===== src/rtl/assert_macros.svh =====
// ----------------------------------------------------------------------------
// assert_macros.svh
// concurrent assertion shorthands, sampled on clk and held off during reset
// ----------------------------------------------------------------------------
`ifndef ASSERT_MACROS_SVH
`define ASSERT_MACROS_SVH

// property must hold at every clock edge out of reset
`define ASSERT_ALWAYS(label, expr, msg) \
	label: assert property (@(posedge clk) disable iff (!arst_n) (expr)) \
		else $error(msg);

// antecedent implies consequent in the same cycle
`define ASSERT_IMPLY(label, ante, cons, msg) \
	label: assert property (@(posedge clk) disable iff (!arst_n) (ante) |-> (cons)) \
		else $error(msg);

`endif


===== src/rtl/lsia_pkg.sv =====
// ----------------------------------------------------------------------------
// lsia_pkg
// types, codes and helpers of the lfsr sequenced id allocator
// ----------------------------------------------------------------------------
`default_nettype none

package lsia_pkg;

	localparam int ID_W    = 10;
	localparam int CNT_W   = 11;
	localparam int POOL_SIZE = 1 << ID_W;

	localparam logic [ID_W-1:0]  ID_MAX     = ID_W'(POOL_SIZE - 1);
	localparam logic [CNT_W-1:0] POOL_LIMIT = CNT_W'(POOL_SIZE - 1);
	localparam logic [ID_W-1:0]  SEQ_SEED   = 10'h1bc;
	localparam int               SEQ_TOP    = 9;

	localparam logic REQ_ALLOC   = 1'b0;
	localparam logic REQ_RELEASE = 1'b1;

	typedef enum logic [1:0] {
		STAT_OK          = 2'd0,
		STAT_EXHAUSTED   = 2'd1,
		STAT_BAD_RELEASE = 2'd2
	} status_t;

	typedef enum logic [2:0] {
		ST_CLEAR,
		ST_IDLE,
		ST_SEARCH,
		ST_REL,
		ST_DONE
	} state_t;

	typedef struct packed {
		logic            req_type;
		logic [ID_W-1:0] release_id;
	} req_t;

	typedef struct packed {
		logic [ID_W-1:0] granted_id;
		logic [1:0]      status;
	} rsp_t;

	// fibonacci step for x^10 + x^7 + 1, shifting right
	function automatic logic [ID_W-1:0] seq_next(input logic [ID_W-1:0] s);
		logic fb;
		fb = s[0] ^ s[3];
		return {fb, s[SEQ_TOP:1]};
	endfunction

endpackage

`default_nettype wire


===== src/rtl/lfsr_sequenced_id_allocator.sv =====
// order: a release reads its bitmap entry, then clears it; an exhausted allocation
//   goes to the result at once; others step the lfsr to a free entry, one bitmap read a cycle
// throughput: one item at a time; the next item is taken once the result is
//   handed to the output register, which holds it while the consumer stalls
// reset: a clearing pass zeroes all 1024 bitmap entries, one entry a cycle,
//   with req_stall high; lfsr starts at 0x1bc and the taken count at zero
// ----------------------------------------------------------------------------
// lfsr_sequenced_id_allocator
// hands out ids 1..1023 in lfsr order from a used bitmap and takes them back
// ----------------------------------------------------------------------------
`default_nettype none
`include "assert_macros.svh"

module lfsr_sequenced_id_allocator
	import lsia_pkg::*;
(
	input  wire logic clk,
	input  wire logic arst_n,
	input  wire logic req_valid,
	output logic      req_stall,
	input  wire req_t req_item,
	output logic      rsp_valid,
	input  wire logic rsp_stall,
	output rsp_t      rsp_item
);

	state_t state_q, state_nxt;

	logic [ID_W-1:0]  seq_q;
	logic [CNT_W-1:0] taken_q;
	logic [ID_W-1:0]  clr_cnt_q;
	logic [ID_W-1:0]  iss_cnt_q;
	logic [ID_W-1:0]  cand_s1;
	logic             cand_vld_s1;
	logic             cand_last_s1;
	logic [ID_W-1:0]  rel_id_q;
	rsp_t             res_q;
	logic             rsp_valid_q;
	rsp_t             rsp_item_q;

	// bitmap memory
	logic             used_mem [POOL_SIZE];
	logic             rd_data_q;
	logic             mem_we, mem_wd, mem_re;
	logic [ID_W-1:0]  mem_wa, mem_ra;

	logic            out_free;
	logic            issue;
	logic            search_stop;
	logic            found;
	logic            rel_ok;
	logic            exhausted;
	logic [ID_W-1:0] seq_nxt;

	assign out_free    = !rsp_valid_q || !rsp_stall;
	assign seq_nxt     = seq_next(seq_q);
	assign found       = cand_vld_s1 && !rd_data_q;
	assign search_stop = cand_vld_s1 && (!rd_data_q || cand_last_s1);
	assign issue       = (iss_cnt_q != ID_MAX) && !search_stop;
	assign rel_ok      = (rel_id_q != '0) && rd_data_q;
	assign exhausted   = taken_q >= POOL_LIMIT;

	always_ff @(posedge clk) begin
		if (mem_we)
			used_mem[mem_wa] <= mem_wd;
		if (mem_re)
			rd_data_q <= used_mem[mem_ra];
	end

	// next state
	always_comb begin
		state_nxt = state_q;
		unique case (state_q)
			ST_CLEAR: begin
				if (clr_cnt_q == ID_MAX)
					state_nxt = ST_IDLE;
			end
			ST_IDLE: begin
				if (req_valid) begin
					if (req_item.req_type == REQ_RELEASE)
						state_nxt = ST_REL;
					else if (exhausted)
						state_nxt = ST_DONE;
					else
						state_nxt = ST_SEARCH;
				end
			end
			ST_SEARCH: begin
				if (search_stop)
					state_nxt = ST_DONE;
			end
			ST_REL:  state_nxt = ST_DONE;
			ST_DONE: begin
				if (out_free)
					state_nxt = ST_IDLE;
			end
			default: state_nxt = ST_CLEAR;
		endcase
	end

	// outputs
	always_comb begin
		req_stall = 1'b1;
		mem_we    = 1'b0;
		mem_wd    = 1'b0;
		mem_wa    = clr_cnt_q;
		mem_re    = 1'b0;
		mem_ra    = req_item.release_id;
		unique case (state_q)
			ST_CLEAR: begin
				mem_we = 1'b1;
			end
			ST_IDLE: begin
				req_stall = 1'b0;
				mem_re    = req_valid;
			end
			ST_SEARCH: begin
				mem_re = issue;
				mem_ra = seq_nxt;
				mem_we = found;
				mem_wa = cand_s1;
				mem_wd = 1'b1;
			end
			ST_REL: begin
				mem_we = rel_ok;
				mem_wa = rel_id_q;
			end
			ST_DONE: ;
			default: ;
		endcase
	end

	always_ff @(posedge clk or negedge arst_n) begin
		if (!arst_n) begin
			state_q     <= ST_CLEAR;
			seq_q       <= SEQ_SEED;
			taken_q     <= '0;
			clr_cnt_q   <= '0;
			cand_vld_s1 <= 1'b0;
			rsp_valid_q <= 1'b0;
		end else begin
			state_q <= state_nxt;
			if (state_q == ST_CLEAR)
				clr_cnt_q <= clr_cnt_q + 1'b1;
			if (state_q == ST_IDLE)
				cand_vld_s1 <= 1'b0;
			if (state_q == ST_SEARCH) begin
				cand_vld_s1 <= issue;
				if (issue)
					seq_q <= seq_nxt;
				if (found) begin
					seq_q   <= cand_s1;
					taken_q <= taken_q + 1'b1;
				end
			end
			if (state_q == ST_REL && rel_ok && taken_q != '0)
				taken_q <= taken_q - 1'b1;
			if (state_q == ST_DONE && out_free)
				rsp_valid_q <= 1'b1;
			else if (!rsp_stall)
				rsp_valid_q <= 1'b0;
		end
	end

	// payload registers
	always_ff @(posedge clk) begin
		if (state_q == ST_IDLE && req_valid) begin
			rel_id_q  <= req_item.release_id;
			iss_cnt_q <= '0;
			res_q     <= '{granted_id: '0, status: STAT_EXHAUSTED};
		end
		if (state_q == ST_SEARCH) begin
			if (issue) begin
				cand_s1      <= seq_nxt;
				cand_last_s1 <= (iss_cnt_q == ID_MAX - 1'b1);
				iss_cnt_q    <= iss_cnt_q + 1'b1;
			end
			if (found)
				res_q <= '{granted_id: cand_s1, status: STAT_OK};
			else
				res_q <= '{granted_id: '0, status: STAT_EXHAUSTED};
		end
		if (state_q == ST_REL) begin
			if (rel_ok)
				res_q <= '{granted_id: '0, status: STAT_OK};
			else
				res_q <= '{granted_id: '0, status: STAT_BAD_RELEASE};
		end
		if (state_q == ST_DONE && out_free)
			rsp_item_q <= res_q;
	end

	assign rsp_valid = rsp_valid_q;
	assign rsp_item  = rsp_item_q;

	`ASSERT_ALWAYS(a_taken_bound, taken_q <= POOL_LIMIT, "taken count above pool limit")
	`ASSERT_IMPLY(a_seq_nonzero, state_q == ST_SEARCH, seq_q != '0, "lfsr reached zero")
	`ASSERT_IMPLY(a_clear_stalls, state_q == ST_CLEAR, req_stall, "item taken during clear")
	`ASSERT_IMPLY(a_grant_ok, rsp_valid && rsp_item.granted_id != '0,
		rsp_item.status == STAT_OK, "nonzero id with error status")

endmodule

`default_nettype wire


===== config.mk =====
export PLATFORM = sky130hd
export DESIGN_NAME = lfsr_sequenced_id_allocator
export DESIGN_NICKNAME = d
export VERILOG_FILES = /design/src/rtl/lsia_pkg.sv /design/src/rtl/lfsr_sequenced_id_allocator.sv
export VERILOG_INCLUDE_DIRS = /design/src /design/src/rtl
export SDC_FILE = /design/constraint.sdc
export NUM_CORES = 2
export LEC_CHECK = 0
export BUFFER_PORTS_ARGS = -buffer_cell sky130_fd_sc_hd__buf_2
export CAP_MARGIN = 40
export CORE_MARGIN = 3
export CORE_UTILIZATION = 35
export CTS_CLUSTER_DIAMETER = 200
export CTS_CLUSTER_SIZE = 24
export DETAILED_ROUTE_END_ITERATION = 12
export PLACE_DENSITY = 0.55
export SYNTH_ARGS = -nofsm -noshare
export SYNTH_HDL_FRONTEND = slang
export SYNTH_SLANG_ARGS = --single-unit

===== constraint.sdc =====
create_clock -name clk -period 36.8 [get_ports clk]
set_input_delay 1.84 -clock clk [delete_from_list [all_inputs] [get_ports clk]]
set_output_delay 1.84 -clock clk [all_outputs]
set_load 0.005 [all_outputs]

* Yosys cells after proc, flatten, opt, wreduce, memory -nomap -nowiden
Memories as Yosys holds them, arrays and structs flattened. A register that Yosys moved wholly into a read port is not among the register bits.
Cells that the tools add are included.
W data, S select, Z words.
** Word-level totals
- Bits in registers :: 91
- Bits in writable memories :: 1024
- Memories kept :: 1
- Output and inout bits :: 14
- Input port bits :: 15
** Operators by class
- Reductions and logical operators :: 26
- Muxes and demuxes :: 32
- Bitwise logic cells :: 1
- Add/subtract/negate cells :: 4
- Equal/unequal tests :: 12
- $lt $le $gt $ge :: 1
** Memory list
- used_mem :: depth 1024, width 1, read ports 1, clocked after memory_dff 1, wr ports 1, line lfsr_sequenced_id_allocator.sv:42 : logic used_mem [POOL_SIZE];
** Operator list (count)
- $mux W10 :: 6
- $mux W12 :: 4
- $mux W11 :: 3
- $add A10 B1 Y10 const B :: 2
- $eq A10 B10 Y1 const B :: 2
- $pmux W10 S2 :: 1
- $mux W3 :: 6
- $pmux W3 S5 :: 1
- $add A11 B1 Y11 const B :: 1
- $ge A11 B10 Y1 const B :: 1
- $reduce_bool A11 Y1 :: 1
- $sub A11 B1 Y11 const B :: 1
- $ne A10 B10 Y1 const B :: 1
- $reduce_bool A10 Y1 :: 1
- $logic_and A1 B1 Y1 :: 8
- $mux W1 :: 8
- $ne A2 B2 Y1 const B :: 4
- $reduce_bool A2 Y1 :: 4
- $eq A3 B2 Y1 const B :: 2
- $reduce_and A2 Y1 :: 3
- $logic_not A1 Y1 :: 4
- $reduce_and A4 Y1 :: 1
- $eq A3 B1 Y1 const B :: 1
- $eq A3 B3 Y1 const B :: 1
- 8 further kinds :: 9

* Depth between registers and ports, before layout
- Depth after elaboration :: 7
- Mapped depth :: 16
- Mapped depth without buffers :: 14

* Worst setup path before layout
OpenSTA, ideal clock, no wires.
- Path type :: register -> register
- Start :: reg state_q[2]
- End :: mem used_mem[0] (data pin)
- Path buffers :: 6
- Stages on the path, launching flop included :: 9
- Data required time :: 33.340 ns
- Slack :: 16.439 ns
- Arrival time :: 16.902 ns
- Cell sequence :: dfrtp_1 -> buf_2 -> or3b_1 -> buf_6 -> buf_12 -> buf_6 -> inv_1 -> buf_2 -> clkbuf_1
** Between the ends
- Word-level cells in the longest chain between the ends :: 2
** Ends and longest elaborated chain
- from (decl) :: line lfsr_sequenced_id_allocator.sv:27 : state_t state_q, state_nxt;
- from (signal assigned) :: line lfsr_sequenced_id_allocator.sv:142 : state_q <= state_nxt;
- $eq A3 B2 Y1 :: line lfsr_sequenced_id_allocator.sv:109 : unique case (state_q)
- $mux W1 :: line lfsr_sequenced_id_allocator.sv:109
- net mem_wd :: line lfsr_sequenced_id_allocator.sv:44 : logic mem_we, mem_wd, mem_re;
- to (decl) :: line lfsr_sequenced_id_allocator.sv:42
The timed path passes the listed nets, and every way through them passes these cells.

* Final worst setup path
- Start :: in req_item[0] (netlist name)
- End :: reg rd_data_q, read port of used_mem (data pin)
** Between the ends
- Word-level cells in the longest chain between the ends :: 1
** Ends and longest elaborated chain
- from (decl) :: line lfsr_sequenced_id_allocator.sv:21 : input wire req_t req_item,
- $mux W10 :: line lfsr_sequenced_id_allocator.sv:109
- to (decl) :: line lfsr_sequenced_id_allocator.sv:43 : logic rd_data_q;
Every way passes these cells.
A chain may end at the register's enable or synchronous reset.

==> summary.md <==
| Metric | Value |
|---|---|
| PwrDens | `59.2 mW/mm²` |
| Async S/R FF share, synth | `3.23%` |
| Sw frac | `37.0%` |
| 1st-iter DRT viols | `4817` |
| Finished Cell Area | `roughly 0.055 mm²` |
| Post-route setup TNS | `0 ns` |
| Kind of critical path | `input pin to flip-flop` |
| HP Class | `flip-flop to flip-flop` |
| Most common library cell in the layout ignoring fill and taps | `nor2_1` |
| Post-CTS Setup Bufs | `0` |
| GRT Overall Usage | `22.1%` |
| Met3 Use GR | `2.81%` |
| Lkg Pwr | `17.7 nW` |
| FF-to-FF Start | `state_q[0]` |
| EDFF count, synth | `approximately 1100` |
| Comb pwr share | `a little under a third` |
| Post-route worst setup slack | `29.66 ns` |
| DR WL/cell | `26.7 µm` |
| Critical Path Fanout Max | `54` |
| Ys Warns | `0` |
| Util after Layout | `38.5%` |
| Final Skew | `0.0231 ns` |
| Routed Antenna Nets | `0` |
| Synth Flop Type | `edfxtp_1` |
| M1 GR Usage | `a little under a third` |
| Synth unique cells | `74` |
| Cell count of the worst hold path | `0` |
| CTS Buf Count | `52` |
| Synth Instances | `4495` |
| Status | `completed` |
| Starting density of the core | `35.4%` |
| Placed cells | `6188` |
| Internal power | `just over 2 mW` |
| Post-CTS Resized | `0` |
| Slew margin rel. | `35.8%` |
| Transition time of the tightest slew-check pin | `0.951 ns` |
| Worst Path Required | `37.35 ns` |
| Seq/Total Area, Yosys | `between 60 and 70%` |
| Crit path arrival time | `just under 8 ns` |
| Mapped Area | `roughly 0.050 mm²` |
| Die ar. | `0.148 mm²` |
| Syn-to-layout area delta | `8.68%` |
| Met2 GRT Util | `between 30 and 40%` |
| Drt total wl | `167000 µm` |
| Hold Path End | `rsp_item[5]` |
| Synthesized area per cell | `11.2 µm²` |
| Grt total ovfl | `0` |
| Area of placed instances | `0.0532 mm²` |
| Fin. Hold Viols | `0` |
| Reg power frac | `48.2%` |
| Antenna violations before repair | `8` |
| Vias in the first global route | `33100` |
| Die X | `between 300 and 400 µm` |
| Reg2Reg Setup Slack | `29.70 ns` |
| Switching power | `1.20 mW` |
| HP Start | `res_q[5]` |
| GR peak layer | `met2` |
| CTS tree | `done` |
| Most frequent cells in the layout | `nor2_1, edfxtp_1, nand2_1` |
| Core area | `approximately 0.14 mm²` |
| Total power | `3.23 mW` |
| Final Cycle Share | `19.4%` |
| Max IR drop VDD | `0.0393 mV` |
| Worst R2R End | `rd_data_q` |
| CP Capture Type | `flip-flop` |
| Startpoint Class | `input pin` |
| Final Instance Count excl. Fillers | `between 6000 and 7000` |
| Global-route wire length before repair | `between 200000 and 250000 µm` |
| Die extent in y | `385 µm` |
| Clock Pin Slew Worst Setup and Hold Paths | `about 0.1 ns` |
| Fmax | `140 MHz` |
| Place WS | `about 29 ns` |
| IO Count | `29` |
| Max-slew violation count | `0` |
| Clk_lat worst skew | `0.70 ns` |
| Max_cap viols | `0` |
| Root buf cell | `clkbuf_16` |
| Num rows | `138` |
| Residual DRC count | `0` |
| RSZ-0062 raised after global routing | `no` |
| Via count | `between 30000 and 40000` |
| Max Root-Sink Buffers | `3` |
| R2R depth | `14` |
| Clk sinks | `1116` |
| Largest net degree at the start of global routing | `155` |
| Syn Nets | `4523` |
| H-Tree Depth | `2` |
| DP Wirelength | `93200 µm` |
| Clock power share | `20.7%` |
| Hold slack | `0.426 ns` |
| Crit path time final | `7.14 ns` |
| Ratio of cells with drive above 1 in the final layout | `7.43%` |
| Cts hold-fix bufs | `0` |
| Vias per inst | `5.64` |
| Setup Viol. Count Final | `0` |
| Final net count | `4380` |
| FF+latch count, synth | `1116` |
| RePlAce Congestion | `0.824` |
| Port Buffer Count | `28` |
| Drt pass-1 iters | `6` |
[cell usage after synthesis (18+ instances only)]
cell	n	area [µm²]
a2111oi_0	26	228
a211oi_1	93	698
a21oi_1	52	260
a311oi_1	18	158
a31oi_1	65	407
and3_1	21	131
buf_1	23	86.3
buf_2	78	390
buf_4	23	173
buf_6	21	236
clkbuf_1	233	875
dfrtp_1	30	751
edfxtp_1	1070	32100
inv_1	69	259
mux2i_1	227	2270
nand2_1	709	2660
nand3_1	270	1350
nand4_1	37	231
nor2_1	1089	4090
nor4_1	28	175
o21ai_0	71	355
[worst max-delay path by stage]
stage	cells after the start	end	slack [ns]	from
final	14	rd_data_q	29.66	req_item[0]
after floorplan	8	used_mem[0]	16.44	state_q[2]
after CTS	14	rd_data_q	29.89	req_item[0]
after global routing	14	rd_data_q	29.52	state_q[0]
after global placement	12	rd_data_q	28.96	req_item[0]
after detailed placement	14	rd_data_q	29.18	req_item[0]
[worst max-delay path, stage by stage]
cell	delay (ns)
buf_2	0.08
buf_4	0.54
a21o_4	0.56
buf_4	0.56
buf_4	0.59
buf_4	0.60
buf_4	0.61
a211oi_1	0.16
a311oi_1	0.32
a31oi_1	0.08
o32ai_1	0.14
o311ai_0	0.36
nor4_1	0.84
or4_1	0.24
[flip-flops by register name, summed over array words and instances (netlist names)]
register,count
rsp_item,12
cand_vld_s1,1
used_mem,1024
iss_cnt_q,10
rd_data_q,1
seq_q,10
cand_s1,10
clr_cnt_q,10
rsp_valid,1
res_q,12
state_q,3
cand_last_s1,1
taken_q,11
rel_id_q,10
[layer usage]
layer | wire, µm | vias up
li1 | - | 15500
met4 | 5340 | 0
met2 | 79000 | 1564
met1 | 69100 | 18000
met5 | 0 | -
met3 | 14000 | 233
[power groups by stage]
stage	logic (mW)	registers, mW	clock network [mW]
6_report	1.01	1.56	0.668
2_1_floorplan	0.547	1.71	0
3_5_place_dp	0.995	1.59	0
5_1_grt	1.06	1.56	0.720
3_3_place_gp	0.930	1.59	0
4_1_cts	0.996	1.56	0.679
[layout make-up]
| type | instances | area (µm²) |
|---|---|---|
| multi-input combinational | 2931 | 15400 |
| antenna | 3 | 7.51 |
| timing repair buffer | 182 | 2010 |
| inverter | 69 | 267 |
| tap | 1890 | 2360 |
| clock inverter | 3 | 41.3 |
| clock buffer | 71 | 1370 |
| fill | 13800 | 87400 |
| sequential | 1116 | 33200 |
[cells by family after synthesis]
| family | count (synthesis) | share of synthesized area (%) |
|---|---|---|
| simple gates | 2213 | 17.9 |
| fa+ha+maj | 13 | 0.338 |
| xor+xnor | 22 | 0.383 |
| compound gates | 439 | 6.04 |
| buf+inv | 448 | 4.05 |
| mux | 244 | 5.16 |
| flops | 1116 | 66.1 |
Power figures use the tool's default switching activity.
